[src/design/ppcs_pkg.sv]
// Types and constants for the Peltier polarity changeover sequencer.
// Used by peltier_polarity_changeover_sequencer_unit; depends on nothing.
package ppcs_pkg;

  localparam int DUTY_BITS = 8;
  localparam int TIME_BITS = 16;

  localparam logic [DUTY_BITS-1:0] DUTY_MAX = {DUTY_BITS{1'b1}};
  localparam logic [TIME_BITS-1:0] TIME_MAX = {TIME_BITS{1'b1}};

  // Register reset values
  localparam logic [TIME_BITS-1:0] DEAD_TIME_RESET     = TIME_BITS'(500);
  localparam logic [TIME_BITS-1:0] KICK_DURATION_RESET = TIME_BITS'(1000);

  // Input word kinds
  localparam logic KIND_REQUEST = 1'b0;
  localparam logic KIND_TICK    = 1'b1;

  // Configuration register indexes
  localparam logic CFG_DEAD_TIME     = 1'b0;
  localparam logic CFG_KICK_DURATION = 1'b1;

  typedef struct packed {
    logic                 kind;
    logic                 heating;
    logic [DUTY_BITS-1:0] peltier_duty;
    logic [DUTY_BITS-1:0] fan_duty;
  } in_word_t;

  typedef struct packed {
    logic [DUTY_BITS-1:0] peltier_duty_out;
    logic [DUTY_BITS-1:0] fan_duty_out;
    logic                 heating_relay_level;
    logic                 cooling_relay_level;
    logic                 change_pending;
    logic                 kick_running;
    logic                 switched_now;
  } out_word_t;

endpackage

[src/design/peltier_polarity_changeover_sequencer_unit.sv]
// Peltier polarity changeover sequencer: top level.
// The result word is registered from its input word when that word is accepted.
// Throughput: one word per cycle; the whole update is one pass of logic on the state.
// The input is ready whenever the result register is empty or being drained.
// Synchronous active-high reset: Peltier and fan duty 0, nothing pending, no kick,
// both relay lines high, dead time 500 ticks, kick duration 1000 ticks.
// Depends on ppcs_pkg.
module peltier_polarity_changeover_sequencer_unit (
  input  logic               clk,
  input  logic               rst,
  input  logic               item_valid,
  output logic               item_ready,
  input  ppcs_pkg::in_word_t item,
  output logic               result_valid,
  input  logic               result_ready,
  output ppcs_pkg::out_word_t result,
  input  logic               cfg_valid,
  output logic               cfg_ready,
  input  logic               cfg_index,
  input  logic [ppcs_pkg::TIME_BITS-1:0] cfg_data
);
  import ppcs_pkg::*;

  // Configuration registers
  logic [TIME_BITS-1:0] relay_dead_time;
  logic [TIME_BITS-1:0] kick_duration;

  // Sequencer state
  logic                 pending_flag,      pending_flag_next;
  logic                 pending_mode,      pending_mode_next;
  logic [DUTY_BITS-1:0] pending_peltier,   pending_peltier_next;
  logic [DUTY_BITS-1:0] pending_fan,       pending_fan_next;
  logic [TIME_BITS-1:0] dead_time_elapsed, dead_time_elapsed_next;
  logic                 kick_flag,         kick_flag_next;
  logic [TIME_BITS-1:0] kick_remaining,    kick_remaining_next;
  logic [DUTY_BITS-1:0] kick_target,       kick_target_next;
  logic [DUTY_BITS-1:0] peltier_now,       peltier_now_next;
  logic [DUTY_BITS-1:0] fan_now,           fan_now_next;
  logic                 heating_level,     heating_level_next;
  logic                 cooling_level,     cooling_level_next;
  logic                 switched;

  logic accept;

  assign cfg_ready  = 1'b1;
  assign item_ready = !result_valid || result_ready;
  assign accept     = item_valid && item_ready;

  // Configuration writes
  always_ff @(posedge clk) begin
    if (rst) begin
      relay_dead_time <= DEAD_TIME_RESET;
      kick_duration   <= KICK_DURATION_RESET;
    end else if (cfg_valid && cfg_ready) begin
      unique case (cfg_index)
        CFG_DEAD_TIME:     relay_dead_time <= cfg_data;
        CFG_KICK_DURATION: kick_duration   <= cfg_data;
        default:           relay_dead_time <= relay_dead_time;
      endcase
    end
  end

  // Next state: request latches new mode; tick: kick countdown, then dead-time check
  always_comb begin
    logic [TIME_BITS-1:0] kick_dec;
    logic [TIME_BITS-1:0] elapsed_inc;

    pending_flag_next      = pending_flag;
    pending_mode_next      = pending_mode;
    pending_peltier_next   = pending_peltier;
    pending_fan_next       = pending_fan;
    dead_time_elapsed_next = dead_time_elapsed;
    kick_flag_next         = kick_flag;
    kick_remaining_next    = kick_remaining;
    kick_target_next       = kick_target;
    peltier_now_next       = peltier_now;
    fan_now_next           = fan_now;
    heating_level_next     = heating_level;
    cooling_level_next     = cooling_level;
    switched               = 1'b0;

    kick_dec    = (kick_remaining != '0) ? kick_remaining - 1'b1 : kick_remaining;
    elapsed_inc = (dead_time_elapsed != TIME_MAX) ? dead_time_elapsed + 1'b1
                                                  : dead_time_elapsed;

    if (item.kind == KIND_REQUEST) begin
      // Cut power, latch the new mode, restart dead time
      peltier_now_next       = '0;
      pending_flag_next      = 1'b1;
      pending_mode_next      = item.heating;
      pending_peltier_next   = item.peltier_duty;
      pending_fan_next       = item.fan_duty;
      dead_time_elapsed_next = '0;
    end else begin
      if (kick_flag) begin
        kick_remaining_next = kick_dec;
        if (kick_dec == '0) begin
          kick_flag_next = 1'b0;
          fan_now_next   = kick_target;
        end
      end
      if (pending_flag) begin
        dead_time_elapsed_next = elapsed_inc;
        if (elapsed_inc >= relay_dead_time) begin
          pending_flag_next  = 1'b0;
          switched           = 1'b1;
          // heating: heating line low, cooling line high
          heating_level_next = !pending_mode;
          cooling_level_next = pending_mode;
          peltier_now_next   = pending_peltier;
          if (pending_fan != DUTY_MAX) begin
            kick_flag_next      = 1'b1;
            kick_target_next    = pending_fan;
            kick_remaining_next = kick_duration;
            fan_now_next        = DUTY_MAX;
          end else begin
            fan_now_next = pending_fan;
          end
        end
      end
    end
  end

  // State and result register
  always_ff @(posedge clk) begin
    if (rst) begin
      pending_flag      <= 1'b0;
      pending_mode      <= 1'b0;
      pending_peltier   <= '0;
      pending_fan       <= '0;
      dead_time_elapsed <= '0;
      kick_flag         <= 1'b0;
      kick_remaining    <= '0;
      kick_target       <= '0;
      peltier_now       <= '0;
      fan_now           <= '0;
      heating_level     <= 1'b1;
      cooling_level     <= 1'b1;
      result_valid      <= 1'b0;
    end else begin
      if (accept) begin
        pending_flag      <= pending_flag_next;
        pending_mode      <= pending_mode_next;
        pending_peltier   <= pending_peltier_next;
        pending_fan       <= pending_fan_next;
        dead_time_elapsed <= dead_time_elapsed_next;
        kick_flag         <= kick_flag_next;
        kick_remaining    <= kick_remaining_next;
        kick_target       <= kick_target_next;
        peltier_now       <= peltier_now_next;
        fan_now           <= fan_now_next;
        heating_level     <= heating_level_next;
        cooling_level     <= cooling_level_next;
        result_valid      <= 1'b1;
      end else if (result_ready) begin
        result_valid <= 1'b0;
      end
    end
  end

  // Result payload
  always_ff @(posedge clk) begin
    if (accept) begin
      result.peltier_duty_out    <= peltier_now_next;
      result.fan_duty_out        <= fan_now_next;
      result.heating_relay_level <= heating_level_next;
      result.cooling_relay_level <= cooling_level_next;
      result.change_pending      <= pending_flag_next;
      result.kick_running        <= kick_flag_next;
      result.switched_now        <= switched;
    end
  end

  // Checks
  a_relays_never_both_low: assert property (@(posedge clk) disable iff (rst)
    heating_level || cooling_level)
    else $error("both relay lines driven low");

  a_request_cuts_power: assert property (@(posedge clk) disable iff (rst)
    accept && item.kind == KIND_REQUEST |=> peltier_now == '0)
    else $error("Peltier duty not cut on request");

  a_kick_full_duty: assert property (@(posedge clk) disable iff (rst)
    kick_flag |-> fan_now == DUTY_MAX)
    else $error("fan not at full duty during kick");

  a_switch_clears_pending: assert property (@(posedge clk) disable iff (rst)
    result_valid && result.switched_now |-> !result.change_pending && !pending_flag)
    else $error("change still pending after relay switch");

endmodule
[config.mk]
export PLATFORM = sky130hd
export DESIGN_NAME = peltier_polarity_changeover_sequencer_unit
export DESIGN_NICKNAME = d
export VERILOG_FILES = /design/src/design/ppcs_pkg.sv /design/src/design/peltier_polarity_changeover_sequencer_unit.sv
export SDC_FILE = /design/constraint.sdc
export NUM_CORES = 1
export LEC_CHECK = 0
export BUFFER_PORTS_ARGS = -buffer_cell sky130_fd_sc_hd__buf_2
export CELL_PAD_IN_SITES_DETAIL_PLACEMENT = 1
export CELL_PAD_IN_SITES_GLOBAL_PLACEMENT = 1
export CORE_MARGIN = 3
export CORE_UTILIZATION = 45
export DETAILED_ROUTE_END_ITERATION = 12
export GPL_TIMING_DRIVEN = 0
export PLACE_DENSITY = 0.78
export REMOVE_ABC_BUFFERS = 1
export SYNTH_ARGS = -nofsm -noshare
export SYNTH_HDL_FRONTEND = slang
export SYNTH_SLANG_ARGS = --single-unit
export TNS_END_PERCENT = 10
[constraint.sdc]
create_clock -name clk -period 8.24 [get_ports clk]
set_clock_uncertainty 0.05 [all_clocks]
set_input_delay 0.412 -clock clk [delete_from_list [all_inputs] [get_ports clk]]
set_output_delay 0.412 -clock clk [all_outputs]
set_load 0.01 [all_outputs]
==> results of run 1 <==
metrics by stage:
stage / cell area (µm²) / std cells / worst slack, ns
final: 7490 / 990 / 3.43
after CTS: 7480 / 988 / 3.35
after global routing: 7490 / 990 / 3.02
after detailed placement: 6840 / 956 / 3.42
after global placement: 6820 / 955 / 3.49
after floorplan: 6290 / 713 / 4.32
cell usage after synthesis (3+ instances only):
master | number | area share
a211oi_1 | 4 | 0.0046
a21o_1 | 4 | 0.0046
a21oi_1 | 65 | 0.050
a221oi_1 | 4 | 0.0054
a22oi_1 | 11 | 0.013
a311oi_1 | 3 | 0.0041
a31oi_1 | 12 | 0.012
a41oi_1 | 5 | 0.0068
and2_1 | 4 | 0.0039
and3_1 | 4 | 0.0039
buf_1 | 5 | 0.0029
clkbuf_1 | 38 | 0.022
dfxtp_1 | 110 | 0.34
edfxtp_1 | 21 | 0.097
ha_1 | 18 | 0.035
inv_1 | 37 | 0.021
mux2_2 | 4 | 0.0070
mux2i_1 | 14 | 0.022
nand2_1 | 151 | 0.088
nand2b_1 | 4 | 0.0039
nand3_1 | 32 | 0.025
nand4_1 | 6 | 0.0058
nor2_1 | 43 | 0.025
nor2b_1 | 6 | 0.0058
nor3_1 | 14 | 0.011
nor3b_1 | 3 | 0.0035
nor4_1 | 4 | 0.0039
o211ai_1 | 9 | 0.010
o21a_1 | 8 | 0.0093
o21ai_0 | 24 | 0.019
o221a_1 | 8 | 0.014
o22a_1 | 8 | 0.011
o32ai_1 | 8 | 0.011
or2_2 | 3 | 0.0029
or3_1 | 5 | 0.0048
or4_1 | 6 | 0.0070
or4_4 | 3 | 0.0052
xnor2_1 | 7 | 0.0095
xor2_1 | 5 | 0.0068
registers in the layout, summed over array words and instances, names as in the netlist:
name,cells
cooling_level,1
dead_time_elapsed,16
kick_duration,16
fan_now,8
result_valid,1
kick_remaining,16
kick_flag,1
pending_mode,1
pending_peltier,8
peltier_now,8
pending_fan,8
heating_level,1
relay_dead_time,16
kick_target,8
result,21
pending_flag,1
per-layer routing:
layer / vias to the layer above / global-route usage / share of wire
met5: - / 0 / 0
met2: 120 / 0.400 / 0.51
met1: 2863 / 0.301 / 0.44
met4: 0 / 0.0776 / 0.018
met3: 27 / 0.0466 / 0.033
li1: 2804 / - / -
layout by cell type, fill, tap and decap left out, types with 6 or more instances in the layout:
cell and n:
o21a_1 8, or4_1 6, dfxtp_1 110, inv_1 37, a21oi_1 65, nand2_1 151, a31oi_1 12, nor3_1 14
mux2i_1 14, o21ai_0 23, o22a_1 8, buf_2 61, ha_1 18, o221a_1 8, nor2_1 42, xnor2_1 7
nand4_1 6, o211ai_1 9, edfxtp_1 21, nand3_1 32, a22oi_1 11, o32ai_1 8, clkbuf_16 17
layout make-up:
type                    instances  area, µm²  area share
repair buffers                 63        328      0.0438
well taps                     180        225      0.0301
clock inverters                13        208      0.0277
inverters                      38        143      0.0190
multi-input cells             544       3320       0.443
flip-flops and latches        131       2830       0.378
diodes                          2       5.00    0.000668
clock buffers                  19        433      0.0578
worst paths after layout:
| kind | endpoint | slack [ns] | cells after the start |
|---|---|---|---|
| max | cooling_level | 3.43 | 14 |
| min | pending_peltier[6] | 0.18 | 3 |
| max reg2reg | cooling_level | 3.43 | 14 |
| min reg2reg | kick_duration[13] | 0.41 | 2 |
cells by family after synthesis:
logic type,synth area share
AO/OA/AOI/OAI,0.206
XOR/XNOR,0.0162
adder cells (fa/ha/maj),0.0348
buffers and inverters,0.0514
flip-flops,0.437
multiplexers,0.0286
other,0.000579
AND/OR/NAND/NOR,0.225
where the power goes:
| part | internal [mW] | switching, mW | leakage (nW) | total, mW |
|---|---|---|---|---|
| Clock | 0.537 | 0.287 | 0.301 | 0.824 |
| Sequential | 0.667 | 0.00986 | 1.10 | 0.677 |
| Combinational | 0.0270 | 0.0599 | 1.51 | 0.0869 |
critical path, stage by stage, from the launching register on:
cell and delay, ns:
dfxtp_1 0.51, nand4_1 0.27, nor2_1 0.30, nand3b_1 0.36, nor2b_1 0.33, nand3_1 0.15
xnor2_1 0.09, ha_1 0.31, o21a_1 0.12, o211ai_1 0.09, a211o_1 0.35, o21a_1 0.20
nor2_1 0.71, nand2_1 0.46, a211o_1 0.40
==> impl_metrics.json, run 1 <==
{
  "r2r_start": "dead_time_elapsed[3]",
  "first_iter_violations": 372,
  "yosysSeqAreaShare": 0.437,
  "grt_first_pass_wirelength_um": 30600,
  "yosys_most_used_dff": "dfxtp_1",
  "cts_tree": "built",
  "io_pins": 64,
  "wl_per_cell_um": 18.5,
  "netlist_area_um2": 6480,
  "dr.pass1.iters": 5,
  "crit_required_ns": 8.49,
  "setup_violations": 0,
  "post_cts_buffers": 0,
  "end_kind": "register",
  "finalHoldViolations": 0,
  "ctsResizeCount": 0,
  "die_h_um": 126,
  "utilization": 0.535,
  "drcViolationCount": 0,
  "gr-total-overflow": 0,
  "hold_class": "in -> reg",
  "hpwl_um": 12400,
  "startpoint": "dead_time_elapsed[3]",
  "routed_via_density": 5.87,
  "synth_edf_count": 21,
  "clkSlewWorstSetupHoldPaths_ns": 0.06,
  "hp-start": "item[14]",
  "fmax_mhz": 208,
  "portBuffers": 62,
  "drive_above_1_share": 0.145,
  "clock_latency_ns": 0.42,
  "area_delta_synth_final_pct": 15.6,
  "ir_drop_v": 0.000158,
  "post-route-period-util": 0.584,
  "worstSetupPathType": "reg -> reg",
  "grt_max_degree": 90,
  "total_power_mw": 1.59,
  "ant_nets": 0,
  "yosys.cell_types.count": 70,
  "syn_inst": 760,
  "cts.sinks": 131,
  "worst_ep_arrival_time_ns": 5.06,
  "tightestPinTransition_ns": 1.23,
  "power_leakage_nw": 2.91,
  "h-tree-depth": 4,
  "vias": 5814,
  "initial_utilization": 0.463,
  "num_rows": 43,
  "nets": 853,
  "crit_path_start_kind": "register",
  "ys_warn_count": 0,
  "ys_async_sr_fraction": 0,
  "hold_buffers": 0,
  "cap_violations": 0,
  "cts_made_buffers": 17,
  "status": "finished clean",
  "die_area_um2": 15900,
  "rsz0062_at_grt": "false",
  "syn_avg_cell_area_um2": 8.52,
  "drv_slew": 0,
  "power_density_nw_per_um2": 212,
  "path_max_fanout": 12,
  "cts_root_buf": "clkbuf_16",
  "core_um2": 14000,
  "grt_use_total": 0.235,
  "die_w_um": 126,
  "ys_ff_latch": 131,
  "min_period_ns": 4.81,
  "clockBufferDepth": 2,
  "gp_congestion": 0.876,
  "hold_ws_ns": 0.182,
  "grt_pass1_vias": 6066,
  "fillers": 1671,
  "tns_ns": 0,
  "wirelength_um": 18300,
  "antenna_found_initial": 2,
  "maxSlewHeadroom": 0.176
}
(Power assumes the default switching activity.)
==> run 2: changes to the inputs <==
Settings changed: ABC_AREA set to 1, CORE_UTILIZATION 45 to 39, PLACE_DENSITY 0.78 to 0.74.
Clock period 8.24 ns to 4.1 ns, I/O delays scaled along.
==> run 2 against run 1 <==
Final cell count rose by 25%. Sequential power grew 110%. Synthesized area up 3.9%. Sequential share of layout area fell by 2.4 points. Critical path depth rose by 8. Critical path type unchanged. Die area is 19% higher. Clock power increased by 76%. Combinational power increased to 5.4 times the previous value.
==> impl_metrics.json, run 2 <==
{
  "grt_max_degree": 60,
  "maxSlewHeadroom": 0.219,
  "worst_ep_arrival_time_ns": 3.91,
  "initial_utilization": 0.401,
  "die_area_um2": 18900,
  "hpwl_um": 12200,
  "cpLargestDelayFamily": "simple AND/OR/NAND/NOR gates",
  "wl_per_cell_um": 14.6,
  "synth_edf_count": 21,
  "core_um2": 16800,
  "syn_avg_cell_area_um2": 7.13,
  "crit_required_ns": 4.23,
  "die_w_um": 137,
  "drv_slew": 0,
  "switching_power_mw": 1.00,
  "clockBufferDepth": 2,
  "cap_violations": 0,
  "grt_use_total": 0.201,
  "die_h_um": 137,
  "yosysMostFrequentCell": "nand2_1",
  "internal_power_mw": 2.33,
  "ys_async_sr_fraction": 0,
  "p_seq_frac": 0.426,
  "finalHoldViolations": 0,
  "place_area_um2": 7130,
  "io_pins": 64,
  "grt_first_pass_wirelength_um": 30100,
  "post-route-period-util": 0.922,
  "fmax_mhz": 265,
  "fillers": 2154,
  "wirelength_um": 18100,
  "hold_class": "in -> reg",
  "setup_violations": 0,
  "rrSetupSlack_ns": 0.32,
  "first_iter_violations": 328,
  "yosys_most_used_dff": "dfxtp_1",
  "comb_power_share": 0.140,
  "stdcell_count": 1240,
  "cts_tree": "built",
  "worstSetupPathType": "reg -> reg",
  "utilization": 0.477,
  "crit_top_cell": "nand2_1",
  "hold_ws_ns": 0.0115,
  "ys_ff_latch": 131,
  "cts_made_buffers": 17,
  "netlist_area_um2": 6730,
  "gp_congestion": 0.841,
  "cts.sinks": 131,
  "clkPwrFrac": 0.435,
  "portBuffers": 62,
  "nets": 1063,
  "drive_above_1_share": 0.145,
  "status": "finished clean",
  "ant_nets": 0,
  "cts_root_buf": "clkbuf_16",
  "clock_latency_ns": 0.43,
  "drcViolationCount": 0,
  "min_period_ns": 3.78,
  "synth_area_leaders": "dfxtp_1, nand2_1, edfxtp_1",
  "yosys.cell_types.count": 36,
  "yosysSeqAreaShare": 0.421,
  "ys_warn_count": 0,
  "synthDominantCellAreaShare": 0.327,
  "top_register": "result",
  "gr-total-overflow": 0,
  "path_cells": "ha_1 > nand2_1 > inv_1 > nand2_1 > nor3_2 > nand2_1 > nor4_4 > buf_4 > nor2_1 > xor2_1 > ha_1 > nand2_1 > nor3_1 > nand3_1 > nand3_1 > nand2_4 > inv_8 > nand2_1 > inv_2 > nand2_1 > o21ai_1 > inv_1",
  "ir_drop_v": 0.000306,
  "final_common_cell": "nand2_1",
  "clkSlewWorstSetupHoldPaths_ns": 0.06,
  "area_delta_synth_final_pct": 18.9,
  "end_kind": "register",
  "vias": 6164,
  "path_max_fanout": 8,
  "antenna_found_initial": 2,
  "largest_reg_flops": 21,
  "synthTopCellsByCount": "nand2_1, inv_1, dfxtp_1, a21oi_1, o21ai_0",
  "dp.cells": 1184,
  "routed_via_density": 4.97,
  "swShare": 0.301,
  "tightestPinTransition_ns": 1.16,
  "layout_common_cells": "nand2_1, inv_1, dfxtp_1",
  "power_leakage_nw": 3.58,
  "path_buf_inv": 5,
  "power_density_nw_per_um2": 417,
  "syn_inst": 944,
  "final_area_um2": 8000,
  "rsz0062_at_grt": "false",
  "grt_pass1_vias": 6168,
  "crit_slowest_cell": "dfxtp_1",
  "total_power_mw": 3.34,
  "dr.pass1.iters": 4,
  "h-tree-depth": 4,
  "max_stage_delay_ns": 0.40,
  "num_rows": 47,
  "synth_top_area_cell": "dfxtp_1",
  "crit_path_start_kind": "register"
}
run 2: changes by cell type after synthesis, sizes merged, moves of 9 or more:
| cell | change |
|---|---|
| nand3 | +17 |
| or4 | -9 |
| clkbuf | -10 |
| o21ai | +56 |
| mux2i | -14 |
| inv | +83 |
| a21oi | +39 |
| nand2 | +96 |
| o211ai | +13 |
| a22oi | -11 |
| nor2 | +45 |
| a31oi | -10 |
| nor3 | -10 |
run 2: power groups by stage:
stage / sequential (mW) / combinational [mW] / clock (mW)
6_report: 1.42 / 0.466 / 1.45
5_1_grt: 1.43 / 0.539 / 1.54
4_1_cts: 1.42 / 0.470 / 1.48
3_5_place_dp: 1.45 / 0.451 / 0
3_3_place_gp: 1.45 / 0.438 / 0
2_1_floorplan: 1.45 / 0.303 / 0
run 2: worst paths after layout:
path                             start                 end  depth (start not counted)
setup / recovery  dead_time_elapsed[1]           result[4]                         22
hold / removal                 item[1]      pending_fan[1]                          3
setup reg to reg  dead_time_elapsed[1]           result[4]                         22
hold reg to reg     pending_peltier[2]  pending_peltier[2]                          2
run 2: cell type report:
class / count / area [µm²] / area share
Multi-Input combinational cell: 648 / 3310 / 0.414
Sequential cell: 131 / 2830 / 0.354
Timing Repair Buffer: 84 / 538 / 0.0672
Inverter: 123 / 473 / 0.0591
Clock buffer: 17 / 425 / 0.0532
Tap cell: 220 / 275 / 0.0344
Clock inverter: 15 / 141 / 0.0177
Antenna cell: 2 / 5.00 / 0.000625
run 2: repair_timing:
item                                    CTS  global route
endpoints found under the setup margin   32            49
hold buffers                             20             0
gates resized for setup                   4            14
pin swaps                                 0             1
buffers inserted                          0             2
hold endpoints to repair                 22             0
run 2: per-stage QoR:
stage / worst slack (ns) / TNS [ns]
3_5_place_dp: -0.795 / -13.26
5_1_grt: 0.00880 / 0
3_3_place_gp: -0.688 / -11.42
6_report: 0.321 / 0
2_1_floorplan: 0.395 / 0
4_1_cts: 0.0367 / 0
run 2: logic make-up (layout without fill, tap and decap cells):
group | after synthesis | count (layout) | share of synthesized area
AND/OR/NAND/NOR | 404 | 404 | 0.265
adder cells (fa/ha/maj) | 18 | 18 | 0.0335
AO/OA/AOI/OAI | 213 | 213 | 0.168
other | 1 | 3 | 0.000557
buffers and inverters | 165 | 239 | 0.0963
XOR/XNOR | 12 | 12 | 0.0156
flip-flops | 131 | 131 | 0.421
run 2: metal layers:
metal  track usage  share of wire  vias to the layer above
li1              -              -                     3190
met1         0.247           0.46                     2888
met2         0.353           0.49                       60
met3        0.0373          0.024                       26
met4        0.0715          0.021                        0
met5             0              0                        -
run 2: worst register-to-register path: stages (launching register included):
cell and delay, ns:
dfxtp_1 0.40, ha_1 0.20, nand2_1 0.09, inv_1 0.09, nand2_1 0.06, nor3_2 0.14, nand2_1 0.14, nor4_4 0.31
buf_4 0.17, nor2_1 0.04, xor2_1 0.17, ha_1 0.29, nand2_1 0.06, nor3_1 0.25, nand3_1 0.17, nand3_1 0.17
nand2_4 0.14, inv_8 0.12, nand2_1 0.12, inv_2 0.13, nand2_1 0.07, o21ai_1 0.10, inv_1 0.06
